`src/hw/rtl/ica_pkg.sv`:
```
package ica_pkg;

  localparam int START_W = 10;
  localparam int END_W   = 11;
  localparam int SEATS_W = 16;
  localparam int CAP_W   = 16;
  // Loads are kept modulo 2^17.
  localparam int VAL_W   = 17;

  typedef struct packed {
    logic [START_W-1:0] start_station;
    logic [END_W-1:0]   end_station;
    logic [SEATS_W-1:0] seats;
  } ica_req_t;

  typedef struct packed {
    logic accepted;
  } ica_res_t;

  typedef enum logic [3:0] {
    S_CLEAR,
    S_IDLE,
    S_ADD_RD,
    S_ADD_WA,
    S_ADD_WB,
    S_REF_CHK,
    S_REF_RA,
    S_REF_WA,
    S_REF_RB,
    S_REF_WB,
    S_ROOT_RD,
    S_ROOT_CHK,
    S_RESULT
  } ica_state_e;

  // Commands from the controller to the datapath.
  typedef struct packed {
    logic clr_step;
    logic load_req;
    logic add_rd;
    logic add_wa;
    logic add_wb;
    logic ref_shift;
    logic ref_rd;
    logic ref_wr;
    logic sel_pb;
    logic root_rd;
    logic start_undo;
    logic set_acc;
    logic acc_val;
    logic load_res;
  } ica_cmd_t;

  // Status from the datapath to the controller.
  typedef struct packed {
    logic clr_done;
    logic req_bad;
    logic a_le_b;
    logic pa_gt1;
    logic pa_ne_pb;
    logic fits;
    logic undo;
    logic res_free;
  } ica_sts_t;

endpackage

```
`src/hw/rtl/ica_ctrl.sv`:
```
module ica_ctrl
  import ica_pkg::*;
(
  input  logic     clk_i,
  input  logic     rst_ni,
  input  logic     req_valid_i,
  input  ica_sts_t sts_i,
  output logic     req_ready_o,
  output ica_cmd_t cmd_o
);

  ica_state_e state_q, state_d;

  always_ff @(posedge clk_i or negedge rst_ni) begin
    if (!rst_ni) begin
      state_q <= S_CLEAR;
    end else begin
      state_q <= state_d;
    end
  end

  always_comb begin
    state_d     = state_q;
    cmd_o       = '0;
    req_ready_o = 1'b0;
    case (state_q)
      S_CLEAR: begin
        cmd_o.clr_step = 1'b1;
        if (sts_i.clr_done) begin
          state_d = S_IDLE;
        end
      end
      S_IDLE: begin
        req_ready_o = 1'b1;
        if (req_valid_i) begin
          cmd_o.load_req = 1'b1;
          if (sts_i.req_bad) begin
            cmd_o.set_acc = 1'b1;
            cmd_o.acc_val = 1'b0;
            state_d       = S_RESULT;
          end else begin
            state_d = S_ADD_RD;
          end
        end
      end
      S_ADD_RD: begin
        if (sts_i.a_le_b) begin
          cmd_o.add_rd = 1'b1;
          state_d      = S_ADD_WA;
        end else begin
          state_d = S_REF_CHK;
        end
      end
      S_ADD_WA: begin
        cmd_o.add_wa = 1'b1;
        state_d      = S_ADD_WB;
      end
      S_ADD_WB: begin
        cmd_o.add_wb = 1'b1;
        state_d      = S_ADD_RD;
      end
      S_REF_CHK: begin
        if (sts_i.pa_gt1) begin
          cmd_o.ref_shift = 1'b1;
          state_d         = S_REF_RA;
        end else if (sts_i.undo) begin
          cmd_o.set_acc = 1'b1;
          cmd_o.acc_val = 1'b0;
          state_d       = S_RESULT;
        end else begin
          state_d = S_ROOT_RD;
        end
      end
      S_REF_RA: begin
        cmd_o.ref_rd = 1'b1;
        state_d      = S_REF_WA;
      end
      S_REF_WA: begin
        cmd_o.ref_wr = 1'b1;
        state_d      = sts_i.pa_ne_pb ? S_REF_RB : S_REF_CHK;
      end
      S_REF_RB: begin
        cmd_o.ref_rd = 1'b1;
        cmd_o.sel_pb = 1'b1;
        state_d      = S_REF_WB;
      end
      S_REF_WB: begin
        cmd_o.ref_wr = 1'b1;
        cmd_o.sel_pb = 1'b1;
        state_d      = S_REF_CHK;
      end
      S_ROOT_RD: begin
        cmd_o.root_rd = 1'b1;
        state_d       = S_ROOT_CHK;
      end
      S_ROOT_CHK: begin
        if (sts_i.fits) begin
          cmd_o.set_acc = 1'b1;
          cmd_o.acc_val = 1'b1;
          state_d       = S_RESULT;
        end else begin
          cmd_o.start_undo = 1'b1;
          state_d          = S_ADD_RD;
        end
      end
      S_RESULT: begin
        if (sts_i.res_free) begin
          cmd_o.load_res = 1'b1;
          state_d        = S_IDLE;
        end
      end
      default: begin
        state_d = S_CLEAR;
      end
    endcase
  end

endmodule

```
`config.mk`:
```
export PLATFORM = sky130hd
export DESIGN_NAME = ica_ctrl
export DESIGN_NICKNAME = d
export VERILOG_FILES = /design/src/hw/rtl/ica_pkg.sv /design/src/hw/rtl/ica_ctrl.sv
export SDC_FILE = /design/constraint.sdc
export NUM_CORES = 1
export LEC_CHECK = 0
export BUFFER_PORTS_ARGS = -buffer_cell sky130_fd_sc_hd__buf_2
export CAP_MARGIN = 20
export CORE_MARGIN = 2
export CORE_UTILIZATION = 29
export DETAILED_ROUTE_END_ITERATION = 8
export GPL_TIMING_DRIVEN = 0
export HOLD_SLACK_MARGIN = 0.1
export PLACE_DENSITY = 0.59
export SETUP_SLACK_MARGIN = 0.4
export SKIP_LAST_GASP = 1
export SLEW_MARGIN = 15
export SYNTH_ARGS = -nofsm -noshare
export SYNTH_HDL_FRONTEND = slang
export SYNTH_SLANG_ARGS = --single-unit
```
`constraint.sdc`:
```
create_clock -name clk_i -period 2.1 [get_ports clk_i]
set_clock_uncertainty 0.15 [all_clocks]
set_input_delay 0.42 -clock clk_i [delete_from_list [all_inputs] [get_ports clk_i]]
set_output_delay 0.42 -clock clk_i [all_outputs]
set_load 0.01 [all_outputs]
```
==> impl_metrics.csv <==
group,metric,value,unit
cts,h-tree-depth,1,
worst_setup_path,endpoint_kind,"primary output",
cts,clockBufferDepth,2,
synthesis,synth_top_cell_by_area,"dfrtp_1",
drt,drt_iter0_markers,26,
final_layout,nFillCells,133,
synthesis,synth-edff-count,0,
synthesis,ys_ff_latch,4,
place,numPortBuffers,25,
floorplan,rows,15,
synthesis,yosysWarnings,0,
grt,grt_max_degree,11,
final_layout,largestRegisters,"state_q x4",
outcome,status,"finished, final reports clean",
place,place.gp.congestion,0.800,
cts,cts_made_buffers,3,
synthesis,avgSynthCellArea,7.24,sq um
sta,tightestPinTransition,0.344,ns
drt,vias,789,
worst_setup_path,worstSetupPathType,"flop to primary output",
final_layout,n_antenna_cell,0,
floorplan,io-pin-count,26,
synthesis,ys.flop_type,"dfrtp_1",
synthesis,synth_area_leaders,"dfrtp_1, nor2b_1, nor2_1, a221o_1, buf_2",
sta,fmax,479,MHz
worst_setup_path,crit_fanout,6,
floorplan,die_h,46.1,um
sta,rsz0062_at_grt,"true",
floorplan,die_x,46.1,um
synthesis,synthCells,71,
power_and_ir_drop,p_leak,0.520,nW
power_and_ir_drop,p_total,1.31,mW
final_layout,largest_reg_flops,4,
power_and_ir_drop,ir_worst_vdd,0.612,mV
sta,fin_crit_sh,99.5,%
final_layout,drive_above_1_share,59.5,%
final_layout,multi_input_area,434,sq um
synthesis,async_flop_share,100,%
sta,finalSetupViolations,0,
worst_hold_path,hold_path_class,"primary input to flop",
cts,clock_latency,0.24,ns
final_layout,seqCellArea,103,sq um
worst_setup_path,cp_data_required_time,1.53,ns
drt,avgRoutedWirePerCell,15.0,um
cts,cts_tree,"done",
synthesis,syn_nets,82,
sta,slew_violations,0,
drt,drc,0,
final_layout,final_cells,143,
drt,ant_nets,0,
final_layout,syn2layout_area_growth,103,%
worst_setup_path,arrival,1.52,ns
drt,finalWirelength,2140,um
synthesis,synth_top_area_share,19.5,%
final_layout,finalNetCount,138,
sta,hold_viol,0,
sta,fin_crit,2.09,ns
grt,antenna_found_initial,0,
floorplan,die_area,2130,sq um
synthesis,synth_area,514,sq um
grt,grt_pass1_vias,596,
grt,grt_use_total,17.0,%
synthesis,synth.most_common_cell,"nor2_1",
floorplan,core,1690,sq um
place,hpwlAfterDp,1180,um
synthesis,synthTopCellsByCount,"nor2_1, nor2b_1, inv_1",
drt,dr.pass1.iters,4,
place,dpl.cell_count,113,
cts,clk_pin_slew,0.04,ns
final_layout,largest-register,"state_q",
sta,slew_headroom,77.1,%
cts,cts_sinks,4,
floorplan,start_util,30.4,%
sta,fin_tns_setup,0,ns
job,maxCapViolCount,0,
grt,overflow,0,
cts,cts_root_buf,"clkbuf_4",
worst_setup_path,start_kind,"flop",
synthesis,yosysSeqAreaShare,19.5,%
grt,grt_pass1_wl,2660,um
drt,via_per_inst,5.52,
synthesis,ys_types,36,
power_and_ir_drop,pwr_density_cell,1260,nW/um^2
## worst max-delay path, cell delays in order, from the launching register on
cell and delay [ns]:
dfrtp_1 0.40, inv_1 0.21, nor4_4 0.08, and2_4 0.17
a221o_1 0.28, buf_2 0.14
## what timing repair did
action / 4_1_cts / 5_1_grt
pin swaps: 6 / 9
endpoints found under the setup margin: 15 / 17
resized for setup: 16 / 18
hold endpoints to repair: 4 / 0
buffers inserted: 13 / 12
hold buffers: 1 / 0
## cell usage in the layout (no fill, tap or decap), types with 2 or more instances in the layout
master and instances:
clkbuf_4 3, buf_4 17, or4_1 2, buf_6 16, o21ai_1 4, nor2_1 6, nand2_1 3, nor4_4 2
nor2b_2 2, dfrtp_2 2, a21oi_1 2, nor2b_1 4, buf_2 22, inv_1 4, dfrtp_1 2, and3_4 2
nor3_1 2, a221o_1 2
## worst paths after layout
check / start / to / slack, ns / depth (start not counted)
worst max-delay path: state_q[0] / cmd_o[2] / 0.01 / 5
worst max register to register: state_q[0] / state_q[3] / 0.01 / 11
max in group asynchronous: rst_ni / state_q[3] / 1.30 / 2
min in group asynchronous: rst_ni / state_q[2] / 0.37 / 2
worst min register to register: state_q[0] / state_q[2] / 0.65 / 3
worst min-delay path: req_valid_i / state_q[0] / 0.26 / 2
## cell type report
cell class | instances | area share (%)
plain buffers | 6 | 6.82
clock buffers | 4 | 2.51
repair buffers | 51 | 35.5
multi-input cells | 56 | 41.5
well taps | 17 | 2.03
inverters | 5 | 1.79
flip-flops and latches | 4 | 9.81
## layer usage
layer	track usage (%)	part of all wire [%]
met5	0	0
met2	26.4	49
met3	5.10	7.8
met1	23.6	43
met4	2.29	0
## power by group
| group | internal, mW | switching (mW) |
|---|---|---|
| Clock | 0.0715 | 0.0349 |
| Sequential | 0.112 | 0.0408 |
| Combinational | 0.562 | 0.491 |
## cells by family after synthesis
logic type      share of synthesized area, %
compound gates                          24.6
buf+inv                                 9.73
flops                                   19.5
mux                                     1.95
simple gates                            44.3
## metrics by stage
stage / hold slack [ns] / setup WS (ns) / cell area, sq um / util (%)
after global routing: 0.250 / -0.0622 / 1050 / 61.9
after detailed placement: 0.0763 / 0.103 / 683 / 40.4
final: 0.257 / 0.0115 / 1050 / 61.9
after CTS: 0.255 / 0.0246 / 871 / 51.6
after global placement: 0.0743 / 0.110 / 683 / 40.4
after floorplan: -0.0256 / 0.308 / 537 / -
Note: power is estimated with default switching activity, not from simulation.
